<file path="src/hw/rtl/arl_pkg.sv">
`timescale 1ns / 1ps
// ----------------------------------------------------------------------------
// arl_pkg
// shared widths, constants, register indexes and controller command bundle
// for the auto-ranging audio level meter
// ----------------------------------------------------------------------------
package arl_pkg;

    // sample and range tracking widths
    localparam int SAMPLE_W = 10;
    localparam int POS_W    = SAMPLE_W + 2;  // signed floor / ceiling / span
    localparam int MID_W    = POS_W - 1;     // signed half span
    localparam int DIST_W   = SAMPLE_W + 1;  // distance from midpoint
    localparam int CORR_W   = 16;
    localparam int NOISE_W  = 21;

    // result widths
    localparam int LEVEL_W  = 9;
    localparam int VOLUME_W = 7;

    // configuration register widths
    localparam int CFG_IDX_W    = 3;
    localparam int CFG_DATA_W   = 20;
    localparam int PERIOD_W     = 15;
    localparam int LIMIT_W      = 20;
    localparam int THRESH_W     = 9;

    // shared divider: quotient of LEVEL_W bits, divisor is the positive midpoint
    localparam int DIV_Q_W = LEVEL_W;
    localparam int DIV_D_W = MID_W - 1;
    localparam int DIV_N_W = DIV_D_W + DIV_Q_W;
    localparam int STEP_W  = $clog2(DIV_Q_W + 1);

    localparam logic [LEVEL_W-1:0]  LEVEL_MAX  = LEVEL_W'(511);
    localparam logic [VOLUME_W-1:0] VOLUME_MAX = VOLUME_W'(100);
    localparam logic signed [POS_W-1:0] CEIL_OFFSET  = POS_W'(10);
    localparam logic signed [POS_W-1:0] FLOOR_OFFSET = POS_W'(5);
    localparam logic [NOISE_W-1:0] NOISE_CNT_MAX = {NOISE_W{1'b1}};

    // register indexes
    localparam logic [CFG_IDX_W-1:0] CFG_CORR_PERIOD = CFG_IDX_W'(0);
    localparam logic [CFG_IDX_W-1:0] CFG_LOUD_LIMIT  = CFG_IDX_W'(1);
    localparam logic [CFG_IDX_W-1:0] CFG_QUIET_LIMIT = CFG_IDX_W'(2);
    localparam logic [CFG_IDX_W-1:0] CFG_LOUD_THR    = CFG_IDX_W'(3);
    localparam logic [CFG_IDX_W-1:0] CFG_QUIET_THR   = CFG_IDX_W'(4);
    localparam logic [CFG_IDX_W-1:0] CFG_LOUD_CLR    = CFG_IDX_W'(5);
    localparam logic [CFG_IDX_W-1:0] CFG_QUIET_CLR   = CFG_IDX_W'(6);

    // reset values of the registers
    localparam logic [PERIOD_W-1:0] CORR_PERIOD_RST = PERIOD_W'(1000);
    localparam logic [LIMIT_W-1:0]  LIMIT_RST       = LIMIT_W'(10000);
    localparam logic [THRESH_W-1:0] LOUD_THR_RST    = THRESH_W'(384);
    localparam logic [THRESH_W-1:0] QUIET_THR_RST   = THRESH_W'(128);
    localparam logic [THRESH_W-1:0] LOUD_CLR_RST    = THRESH_W'(0);
    localparam logic [THRESH_W-1:0] QUIET_CLR_RST   = THRESH_W'(511);

    // controller to datapath commands
    typedef struct packed {
        logic load_sample;   // capture the accepted sample
        logic update_range;  // correction, floor / ceiling tracking, re-center
        logic calc_center;   // span, midpoint, distance
        logic div_load;      // load divider operands
        logic div_step;      // one divider iteration
        logic div_sel_vol;   // divider works on volume rather than level
        logic finish_level;  // take level, update noise counters
        logic load_out;      // fill output register
    } arl_cmd_t;

endpackage

</file>
<file path="src/hw/rtl/arl_div.sv">
`timescale 1ns / 1ps
// ----------------------------------------------------------------------------
// arl_div
// restoring divider, one quotient bit per step, dividend below divisor << DIV_Q_W
// ----------------------------------------------------------------------------
module arl_div (
    input  logic                        aclk,
    input  logic                        load,
    input  logic                        step,
    input  logic [arl_pkg::DIV_N_W-1:0] dividend,
    input  logic [arl_pkg::DIV_D_W-1:0] divisor,
    output logic [arl_pkg::DIV_Q_W-1:0] quotient
);
    import arl_pkg::*;

    logic [DIV_D_W-1:0] rem_reg;
    logic [DIV_Q_W-1:0] shift_reg;
    logic [DIV_Q_W-1:0] quo_reg;
    logic [DIV_D_W-1:0] divisor_reg;

    logic [DIV_D_W:0] trial;
    logic             fits;

    assign trial = {rem_reg, shift_reg[DIV_Q_W-1]};
    assign fits  = trial >= {1'b0, divisor_reg};

    always_ff @(posedge aclk) begin
        if (load) begin
            rem_reg     <= dividend[DIV_N_W-1:DIV_Q_W];
            shift_reg   <= dividend[DIV_Q_W-1:0];
            divisor_reg <= divisor;
            quo_reg     <= '0;
        end else if (step) begin
            rem_reg   <= fits ? DIV_D_W'(trial - {1'b0, divisor_reg}) : DIV_D_W'(trial);
            shift_reg <= {shift_reg[DIV_Q_W-2:0], 1'b0};
            quo_reg   <= {quo_reg[DIV_Q_W-2:0], fits};
        end
    end

    assign quotient = quo_reg;

endmodule

</file>
<file path="src/hw/rtl/arl_ctrl.sv">
`timescale 1ns / 1ps
// ----------------------------------------------------------------------------
// arl_ctrl
// sequencer for one sample: range update, center, two divides, result handoff
// ----------------------------------------------------------------------------
module arl_ctrl (
    input  logic              aclk,
    input  logic              aresetn,
    input  logic              s_valid,
    output logic              s_ready,
    output logic              m_valid,
    input  logic              m_ready,
    output arl_pkg::arl_cmd_t cmd
);
    import arl_pkg::*;

    typedef enum logic [6:0] {
        ST_IDLE    = 7'b0000001,
        ST_RANGE   = 7'b0000010,
        ST_CENTER  = 7'b0000100,
        ST_DIV_LVL = 7'b0001000,
        ST_LEVEL   = 7'b0010000,
        ST_DIV_VOL = 7'b0100000,
        ST_DONE    = 7'b1000000
    } state_t;

    state_t            state_reg, state_next;
    logic [STEP_W-1:0] step_reg, step_next;
    logic              m_valid_reg, m_valid_next;
    logic              out_free;
    logic              div_last;

    assign out_free = !m_valid_reg || m_ready;
    assign div_last = step_reg == STEP_W'(DIV_Q_W);

    always_comb begin
        state_next   = state_reg;
        step_next    = step_reg;
        m_valid_next = m_valid_reg;
        cmd          = '0;
        if (m_valid_reg && m_ready) begin
            m_valid_next = 1'b0;
        end
        unique case (state_reg) inside
            ST_IDLE: begin
                if (s_valid) begin
                    cmd.load_sample = 1'b1;
                    state_next      = ST_RANGE;
                end
            end
            ST_RANGE: begin
                cmd.update_range = 1'b1;
                state_next       = ST_CENTER;
            end
            ST_CENTER: begin
                cmd.calc_center = 1'b1;
                step_next       = '0;
                state_next      = ST_DIV_LVL;
            end
            ST_DIV_LVL, ST_DIV_VOL: begin
                cmd.div_sel_vol = state_reg == ST_DIV_VOL;
                cmd.div_load    = step_reg == '0;
                cmd.div_step    = step_reg != '0;
                step_next       = step_reg + 1'b1;
                if (div_last) begin
                    step_next  = '0;
                    state_next = (state_reg == ST_DIV_VOL) ? ST_DONE : ST_LEVEL;
                end
            end
            ST_LEVEL: begin
                cmd.finish_level = 1'b1;
                state_next       = ST_DIV_VOL;
            end
            ST_DONE: begin
                if (out_free) begin
                    cmd.load_out = 1'b1;
                    m_valid_next = 1'b1;
                    state_next   = ST_IDLE;
                end
            end
            default: begin
                state_next = ST_IDLE;
            end
        endcase
    end

    always_ff @(posedge aclk) begin
        if (!aresetn) begin
            state_reg   <= ST_IDLE;
            step_reg    <= '0;
            m_valid_reg <= 1'b0;
        end else begin
            state_reg   <= state_next;
            step_reg    <= step_next;
            m_valid_reg <= m_valid_next;
        end
    end

    assign s_ready = state_reg == ST_IDLE;
    assign m_valid = m_valid_reg;

endmodule

</file>
<file path="src/hw/rtl/arl_datapath.sv">
`timescale 1ns / 1ps
// ----------------------------------------------------------------------------
// arl_datapath
// configuration registers, range tracking state, level / volume arithmetic
// ----------------------------------------------------------------------------
module arl_datapath (
    input  logic                          aclk,
    input  logic                          aresetn,
    input  arl_pkg::arl_cmd_t             cmd,
    input  logic                          cfg_we,
    input  logic [arl_pkg::CFG_IDX_W-1:0]  cfg_index,
    input  logic [arl_pkg::CFG_DATA_W-1:0] cfg_data,
    input  logic [arl_pkg::SAMPLE_W-1:0]   s_sample,
    output logic [arl_pkg::LEVEL_W-1:0]    m_level,
    output logic [arl_pkg::VOLUME_W-1:0]   m_volume,
    output logic signed [arl_pkg::POS_W-1:0] m_span,
    output logic                          m_recentred
);
    import arl_pkg::*;

    // configuration
    logic [PERIOD_W-1:0] corr_period_reg;
    logic [LIMIT_W-1:0]  loud_limit_reg, quiet_limit_reg;
    logic [THRESH_W-1:0] loud_thr_reg, quiet_thr_reg, loud_clr_reg, quiet_clr_reg;

    // tracking state
    logic [SAMPLE_W-1:0]     prev_reg;
    logic signed [POS_W-1:0] floor_reg, ceil_reg;
    logic [CORR_W-1:0]       corr_cnt_reg;
    logic [NOISE_W-1:0]      loud_cnt_reg, quiet_cnt_reg;

    // per-transaction working registers
    logic [SAMPLE_W-1:0]     sample_reg;
    logic                    recentred_reg;
    logic signed [POS_W-1:0] span_reg;
    logic signed [MID_W-1:0] mid_reg;
    logic [DIST_W-1:0]       dist_reg;
    logic                    mid_neg_reg, mid_zero_reg, sat_reg;
    logic [LEVEL_W-1:0]      level_reg;

    // output register
    logic [LEVEL_W-1:0]      out_level_reg;
    logic [VOLUME_W-1:0]     out_volume_reg;
    logic signed [POS_W-1:0] out_span_reg;
    logic                    out_recentred_reg;

    // range update
    logic signed [POS_W-1:0] sample_pos, prev_pos, half_pos;
    logic signed [POS_W-1:0] floor_next, ceil_next;
    logic [CORR_W-1:0]       corr_inc, corr_next;
    logic                    recentre;

    assign sample_pos = POS_W'(sample_reg);
    assign prev_pos   = POS_W'(prev_reg);
    assign half_pos   = POS_W'(sample_reg >> 1);
    assign corr_inc   = corr_cnt_reg + 1'b1;
    assign recentre   = (loud_cnt_reg > NOISE_W'(loud_limit_reg))
                     || (quiet_cnt_reg > NOISE_W'(quiet_limit_reg));

    always_comb begin
        floor_next = floor_reg;
        ceil_next  = ceil_reg;
        corr_next  = corr_inc;
        if (corr_inc > CORR_W'(corr_period_reg)) begin
            floor_next = floor_reg + POS_W'(1);
            ceil_next  = ceil_reg - POS_W'(1);
            corr_next  = '0;
        end
        if (prev_pos < floor_next) begin
            floor_next = prev_pos;
        end
        if (sample_pos > ceil_next) begin
            ceil_next = sample_pos;
        end
        if (recentre) begin
            ceil_next  = half_pos + CEIL_OFFSET;
            floor_next = half_pos - FLOOR_OFFSET;
        end
    end

    // span, midpoint (truncated toward zero) and distance
    logic signed [POS_W-1:0] span_c, span_adj;
    logic signed [MID_W-1:0] mid_c;
    logic signed [POS_W:0]   diff_c, diff_abs;
    logic [DIST_W-1:0]       dist_c;

    assign span_c   = ceil_reg - floor_reg;
    assign span_adj = span_c + POS_W'(span_c[POS_W-1]);
    assign mid_c    = MID_W'(span_adj >>> 1);
    assign diff_c   = (POS_W+1)'(sample_pos) - (POS_W+1)'(floor_reg) - (POS_W+1)'(mid_c);
    assign diff_abs = diff_c[POS_W] ? -diff_c : diff_c;
    assign dist_c   = DIST_W'(diff_abs);

    // shared divider
    logic [DIV_N_W-1:0] div_dividend;
    logic [DIV_Q_W-1:0] div_quo;

    assign div_dividend = cmd.div_sel_vol
                        ? DIV_N_W'(level_reg) * DIV_N_W'(VOLUME_MAX)
                        : DIV_N_W'(dist_reg) * DIV_N_W'(LEVEL_MAX);

    arl_div u_div (
        .aclk     (aclk),
        .load     (cmd.div_load),
        .step     (cmd.div_step),
        .dividend (div_dividend),
        .divisor  (mid_reg[DIV_D_W-1:0]),
        .quotient (div_quo)
    );

    // level with the midpoint special cases
    logic [LEVEL_W-1:0] level_c;
    always_comb begin
        if (mid_neg_reg) begin
            level_c = '0;
        end else if (mid_zero_reg) begin
            level_c = (dist_reg != '0) ? LEVEL_MAX : '0;
        end else if (sat_reg) begin
            level_c = LEVEL_MAX;
        end else begin
            level_c = div_quo;
        end
    end

    // noise counters after this level
    logic [NOISE_W-1:0] loud_upd, quiet_upd;
    always_comb begin
        loud_upd  = loud_cnt_reg;
        quiet_upd = quiet_cnt_reg;
        if (level_c > loud_thr_reg && loud_cnt_reg != NOISE_CNT_MAX) begin
            loud_upd = loud_cnt_reg + 1'b1;
        end
        if (level_c < quiet_thr_reg && quiet_cnt_reg != NOISE_CNT_MAX) begin
            quiet_upd = quiet_cnt_reg + 1'b1;
        end
        if (level_c <= loud_clr_reg) begin
            loud_upd = '0;
        end
        if (level_c >= quiet_clr_reg) begin
            quiet_upd = '0;
        end
    end

    // volume with the same special cases
    logic [VOLUME_W-1:0] volume_c;
    always_comb begin
        if (mid_neg_reg) begin
            volume_c = '0;
        end else if (mid_zero_reg) begin
            volume_c = (level_reg != '0) ? VOLUME_MAX : '0;
        end else if ({1'b0, level_reg} >= mid_reg[DIV_D_W-1:0]) begin
            volume_c = VOLUME_MAX;
        end else begin
            volume_c = VOLUME_W'(div_quo);
        end
    end

    // control state: configuration and tracking
    always_ff @(posedge aclk) begin
        if (!aresetn) begin
            corr_period_reg <= CORR_PERIOD_RST;
            loud_limit_reg  <= LIMIT_RST;
            quiet_limit_reg <= LIMIT_RST;
            loud_thr_reg    <= LOUD_THR_RST;
            quiet_thr_reg   <= QUIET_THR_RST;
            loud_clr_reg    <= LOUD_CLR_RST;
            quiet_clr_reg   <= QUIET_CLR_RST;
            prev_reg        <= '0;
            floor_reg       <= '0;
            ceil_reg        <= '0;
            corr_cnt_reg    <= '0;
            loud_cnt_reg    <= '0;
            quiet_cnt_reg   <= '0;
        end else begin
            if (cfg_we) begin
                unique case (cfg_index)
                    CFG_CORR_PERIOD: corr_period_reg <= cfg_data[PERIOD_W-1:0];
                    CFG_LOUD_LIMIT:  loud_limit_reg  <= cfg_data[LIMIT_W-1:0];
                    CFG_QUIET_LIMIT: quiet_limit_reg <= cfg_data[LIMIT_W-1:0];
                    CFG_LOUD_THR:    loud_thr_reg    <= cfg_data[THRESH_W-1:0];
                    CFG_QUIET_THR:   quiet_thr_reg   <= cfg_data[THRESH_W-1:0];
                    CFG_LOUD_CLR:    loud_clr_reg    <= cfg_data[THRESH_W-1:0];
                    CFG_QUIET_CLR:   quiet_clr_reg   <= cfg_data[THRESH_W-1:0];
                    default: ;
                endcase
            end
            if (cmd.update_range) begin
                prev_reg     <= sample_reg;
                floor_reg    <= floor_next;
                ceil_reg     <= ceil_next;
                corr_cnt_reg <= corr_next;
                if (recentre) begin
                    loud_cnt_reg  <= '0;
                    quiet_cnt_reg <= '0;
                end
            end
            if (cmd.finish_level) begin
                loud_cnt_reg  <= loud_upd;
                quiet_cnt_reg <= quiet_upd;
            end
        end
    end

    // payload registers
    always_ff @(posedge aclk) begin
        if (cmd.load_sample) begin
            sample_reg <= s_sample;
        end
        if (cmd.update_range) begin
            recentred_reg <= recentre;
        end
        if (cmd.calc_center) begin
            span_reg     <= span_c;
            mid_reg      <= mid_c;
            dist_reg     <= dist_c;
            mid_neg_reg  <= mid_c[MID_W-1];
            mid_zero_reg <= mid_c == '0;
            sat_reg      <= dist_c >= DIST_W'(mid_c[DIV_D_W-1:0]);
        end
        if (cmd.finish_level) begin
            level_reg <= level_c;
        end
        if (cmd.load_out) begin
            out_level_reg     <= level_reg;
            out_volume_reg    <= volume_c;
            out_span_reg      <= span_reg;
            out_recentred_reg <= recentred_reg;
        end
    end

    assign m_level     = out_level_reg;
    assign m_volume    = out_volume_reg;
    assign m_span      = out_span_reg;
    assign m_recentred = out_recentred_reg;

endmodule

</file>
<file path="src/hw/rtl/auto_ranging_audio_level.sv">
`timescale 1ns / 1ps
// ----------------------------------------------------------------------------
// auto_ranging_audio_level
// audio level meter that tracks its own floor and ceiling and reports level,
// volume, span and a re-center flag for every converter sample
// ----------------------------------------------------------------------------
// usage:
//   s_ channel: one 10-bit unsigned sample per transaction (s_valid / s_ready)
//   m_ channel: one result per sample: level 0..511, volume 0..100, signed
//               12-bit span and the recentred flag (m_valid / m_ready)
//   cfg channel: register index and data, always ready; write only while idle
// sequencing: one sample at a time; the sequencer runs the range
//   update, the center calculation and two 9-step divides on one shared
//   restoring divider (1 load + 9 steps each)
// stall: the finished result waits in the output register; the next sample
//   is taken and worked on meanwhile, and the sequencer holds only at the
//   final handoff while the previous result is still not taken
// reset: synchronous active-low aresetn clears the sequencer, the tracking
//   state (floor, ceiling, previous sample, counters) and loads the register
//   defaults; no clearing pass is needed
// ----------------------------------------------------------------------------
module auto_ranging_audio_level (
    input  logic                          aclk,
    input  logic                          aresetn,
    // sample input
    input  logic                          s_valid,
    output logic                          s_ready,
    input  logic [arl_pkg::SAMPLE_W-1:0]   s_sample,
    // result output
    output logic                          m_valid,
    input  logic                          m_ready,
    output logic [arl_pkg::LEVEL_W-1:0]    m_level,
    output logic [arl_pkg::VOLUME_W-1:0]   m_volume,
    output logic signed [arl_pkg::POS_W-1:0] m_span,
    output logic                          m_recentred,
    // configuration writes
    input  logic                          cfg_valid,
    output logic                          cfg_ready,
    input  logic [arl_pkg::CFG_IDX_W-1:0]  cfg_index,
    input  logic [arl_pkg::CFG_DATA_W-1:0] cfg_data
);
    import arl_pkg::*;

    arl_cmd_t cmd;

    // register writes go straight into the configuration registers, never back-pressured
    assign cfg_ready = 1'b1;

    // sequencer: owns the sample and result handshakes and the divider step count
    arl_ctrl u_ctrl (
        .aclk    (aclk),
        .aresetn (aresetn),
        .s_valid (s_valid),
        .s_ready (s_ready),
        .m_valid (m_valid),
        .m_ready (m_ready),
        .cmd     (cmd)
    );

    // datapath: registers, tracking state, arithmetic and output register
    arl_datapath u_dp (
        .aclk        (aclk),
        .aresetn     (aresetn),
        .cmd         (cmd),
        .cfg_we      (cfg_valid && cfg_ready),
        .cfg_index   (cfg_index),
        .cfg_data    (cfg_data),
        .s_sample    (s_sample),
        .m_level     (m_level),
        .m_volume    (m_volume),
        .m_span      (m_span),
        .m_recentred (m_recentred)
    );

    // output register is only refilled once the held result is gone
    a_out_no_overwrite: assert property (@(posedge aclk) disable iff (!aresetn)
        cmd.load_out |-> (!m_valid || m_ready))
        else $error("result register refilled while a result was pending");

    // one sample at a time: ready drops right after a transaction
    a_one_in_flight: assert property (@(posedge aclk) disable iff (!aresetn)
        (s_valid && s_ready) |=> !s_ready)
        else $error("second sample accepted while one is in progress");

    // a result cannot appear the cycle after its sample was taken
    a_no_early_result: assert property (@(posedge aclk) disable iff (!aresetn)
        (s_valid && s_ready) |=> !$rose(m_valid))
        else $error("result valid too early after input transaction");

    // volume is clamped
    a_volume_range: assert property (@(posedge aclk) disable iff (!aresetn)
        m_valid |-> (m_volume <= VOLUME_MAX))
        else $error("volume out of range");

endmodule

</file>
<file path="config.mk">
export PLATFORM = sky130hd
export DESIGN_NAME = auto_ranging_audio_level
export DESIGN_NICKNAME = d
export VERILOG_FILES = /design/src/hw/rtl/arl_pkg.sv /design/src/hw/rtl/arl_div.sv /design/src/hw/rtl/arl_ctrl.sv /design/src/hw/rtl/arl_datapath.sv /design/src/hw/rtl/auto_ranging_audio_level.sv
export SDC_FILE = /design/constraint.sdc
export NUM_CORES = 1
export LEC_CHECK = 0
export BUFFER_PORTS_ARGS = -buffer_cell sky130_fd_sc_hd__buf_2
export CAP_MARGIN = 20
export CORE_ASPECT_RATIO = 0.5
export CORE_MARGIN = 8
export CORE_UTILIZATION = 53
export CTS_CLUSTER_DIAMETER = 60
export DETAILED_ROUTE_END_ITERATION = 10
export PLACE_DENSITY = 0.7
export REMOVE_ABC_BUFFERS = 1
export SLEW_MARGIN = 0
export SYNTH_ARGS = -nofsm -noshare
export SYNTH_HDL_FRONTEND = slang
export SYNTH_SLANG_ARGS = --single-unit
</file>
<file path="constraint.sdc">
create_clock -name aclk -period 18.7 [get_ports aclk]
set_clock_uncertainty 0.1 [all_clocks]
set_input_delay 3.74 -clock aclk [delete_from_list [all_inputs] [get_ports aclk]]
set_output_delay 3.74 -clock aclk [all_outputs]
set_load 0.005 [all_outputs]
</file>
==> flow_summary_export.csv <==
group,metric,value,unit
worst_setup_path,cp.required,18.91,ns
synth,yosysUniqueCellTypes,95,
sta,setup_viol,0,
sta,rsz0062_at_grt,"false",
worst_setup_path,critical_path.startpoint,"u_dp.floor_reg[1]$_SDFFE_PN0P_",
routing,drt-initial-drc-count,1156,
global_route,overflow,0,
routing,num_vias,17210,
clocking,cts_resized,0,
floorplan,start_util,53.79,%
global_route,grt_pass1_wl,87.24,mm
clocking,cts_buffers,30,
placed_design,placed_cells_incl_taps,2984,
placed_design,dpl.hpwl,39.15,mm
finish,regArea,0.007507,mm^2
global_route,grt_max_degree,75,
global_route,antenna_found_initial,1,
clocking,post_cts.repair.setup_buffers,0,
sta,maxSlewViolCount,0,
worst_setup_path,cpPeakStageDelay,0.57,ns
synth,synth_edf_count,114,
worst_setup_path,cp-end-kind,"flip-flop",
sta,hold_viol,0,
worst_setup_path,worstRegToRegCells,30,
power_and_ir_drop,finalPower,2.014,mW
finish,syn2layout_area_growth,8.460,%
clocking,cts-root-buf,"clkbuf_16",
clocking,insertion_delay,0.59,ns
clocking,cts_sinks,318,
worst_setup_path,r2r-end,"u_dp.sat_reg$_DFFE_PP_",
synth,syn_avg_cell_area,8.911,um^2
hold_path,hp-class,"flip-flop to flip-flop",
global_route,grt.total_usage,21.75,%
synth,seq_area_frac_synth,34.48,%
floorplan,dieArea,0.04821,mm^2
routing,wl_per_cell,17.36,um
global_route,grt_pass1_vias,16930,
synth,syn_inst,2443,
worst_setup_path,criticalPathCategory,"flip-flop to flip-flop",
sta,worst-slew-pin-transition,1.042,ns
floorplan,die_y,159.3,um
sta,setup_ws,11.25,ns
power_and_ir_drop,power.density,85.29,mW/mm^2
floorplan,io_pins,70,
placed_design,place_congestion,0.9126,
worst_setup_path,critPathTopFamily,"compound AO/OA/AOI/OAI gates",
finish,final_util,58.34,%
worst_setup_path,crit_cells,30,
sta,setup_tns,0,ns
finish,multiInputGateArea,0.01290,mm^2
floorplan,core_area,0.04047,mm^2
routing,drc_errors,0,
placed_design,dp_slack,11.36,ns
synth,synthesis.area,0.02177,mm^2
finish,layout_common_cells,"nand2_1 (285), inv_1 (278), ha_1 (257), dfxtp_1 (204), a21oi_1 (192)",
status,status,"finished, final reports clean",
synth,ys_warn_count,0,
finish,layout.nets,2832,
sta,slew_headroom,30.52,%
synth,synth_flop_cell,"dfxtp_1",
sta,period_needed,7.448,ns
finish,stdcell_count,3041,
power_and_ir_drop,ir_drop,72.53,uV
clocking,hold_buffers,0,
placed_design,portBuffers,68,
floorplan,fp-row-count,52,
finish,final_common_cell,"nand2_1",
job,drv_cap,0,
synth,async_reset_ff_share,0,%
finish,drive_gt1_share,7.477,%
worst_setup_path,worstSetupStartpointType,"flip-flop",
routing,totalWireLength,52.78,mm
worst_setup_path,arrival,7.66,ns
sta,timing.hold.ws,0.3188,ns
routing,postRouteAntennaNets,0,
finish,n_fill_cell,3601,
finish,insertedDiodeCount,0,
clocking,clkTransAtPathRegs,0.07,ns
sta,clock.fmax,134.3,MHz
routing,vias_per_cell,5.658,
finish,final_cell_area,0.02361,mm^2
floorplan,die_x,302.6,um
routing,dr.pass1.iters,5,
clocking,tritoncts,"built",
worst_setup_path,cp-endpoint,"u_dp.sat_reg$_DFFE_PP_",
clocking,cts_max_path_buffers,3,
worst_setup_path,crit_buf_inv,2,
synth,ys_ff_latch,318,
worst_setup_path,r2r_start,"u_dp.floor_reg[1]$_SDFFE_PN0P_",
power_and_ir_drop,leakage,9.933,nW
worst_setup_path,crit_path_max_fanout,10,
placed_design,dpl_cell_area,0.02259,mm^2
clocking,h-tree-depth,1,
worst_setup_path,slowest_stage,"xor2_1",
worst_setup_path,rrSetupSlack,11.25,ns
sta,finalCritPeriodShare,39.83,%
[cells in the mapped netlist (28+ instances only)]
library cell	count	area [um^2]
nand2_1	285	1070
a21oi_1	192	960.9
nor4_1	29	181.4
fa_1	59	1181
nor2_1	172	645.6
xnor2_1	105	919.6
nand3_1	78	390.4
o21ai_0	65	325.3
and3_1	29	181.4
edfxtp_1	114	3423
o211ai_1	41	307.8
inv_1	278	1044
a21o_1	28	210.2
clkbuf_1	58	217.7
nor3_1	59	295.3
xor2_1	43	376.6
ha_1	257	3216
dfxtp_1	204	4084
[layout make-up]
class / instances / share of cell area (%)
Timing Repair Buffer: 85 / 1.998
Sequential cell: 318 / 31.79
Tap cell: 540 / 2.862
Clock buffer: 43 / 3.603
Multi-Input combinational cell: 1763 / 54.63
Inverter: 280 / 4.457
Clock inverter: 12 / 0.6518
[how the worst min path moves through the flow]
stage                                       startpoint                    endpoint  slack [ns]  cells after the start
after detailed placement  u_dp.recentred_reg$_DFFE_PP_  u_dp.m_recentred$_DFFE_PP_        0.30                      0
after floorplan           u_dp.recentred_reg$_DFFE_PP_  u_dp.m_recentred$_DFFE_PP_        0.30                      0
after global placement      u_dp.span_reg[6]$_DFFE_PP_    u_dp.m_span[6]$_DFFE_PP_        0.30                      0
after CTS                 u_dp.recentred_reg$_DFFE_PP_  u_dp.m_recentred$_DFFE_PP_        0.32                      0
after global routing       u_dp.span_reg[10]$_DFFE_PP_   u_dp.m_span[10]$_DFFE_PP_        0.33                      0
final                      u_dp.span_reg[10]$_DFFE_PP_   u_dp.m_span[10]$_DFFE_PP_        0.32                      0
[worst register-to-register path: cells and delay by family (launching register included)]
kind                       cells  cell delay [ns]
adders and majority gates      4             1.39
and+or+nand+nor                6             1.06
AOI/OAI and AO/OA             15             3.00
buffers and inverters          2             0.16
muxes                          1             0.33
DFF                            1             0.38
xor gates and xnor gates       2             0.75
[power by group]
part / switching, mW / leakage, nW / internal (mW)
Combinational: 0.351 / 6.76 / 0.264
Clock: 0.278 / 0.492 / 0.359
Sequential: 0.0120 / 2.68 / 0.751
[cell families after synthesis]
kind of cell               Yosys count  synth area share, %
adders and majority gates          316                20.20
DFF                                318                34.48
other                                1              0.01723
AOI/OAI and AO/OA                  485                14.45
buffers and inverters              362                6.454
xor gates and xnor gates           150                6.104
and+or+nand+nor                    799                17.67
muxes                               12               0.6265
[layer usage]
metal,up-vias,track usage (%),share of wire (%)
met2,395,36.62,47
met3,74,3.257,5.0
met5,-,0,0.015
met4,2,4.382,1.9
li1,8567,-,-
met1,8167,29.54,46
Note: power is estimated with default switching activity, not from simulation.
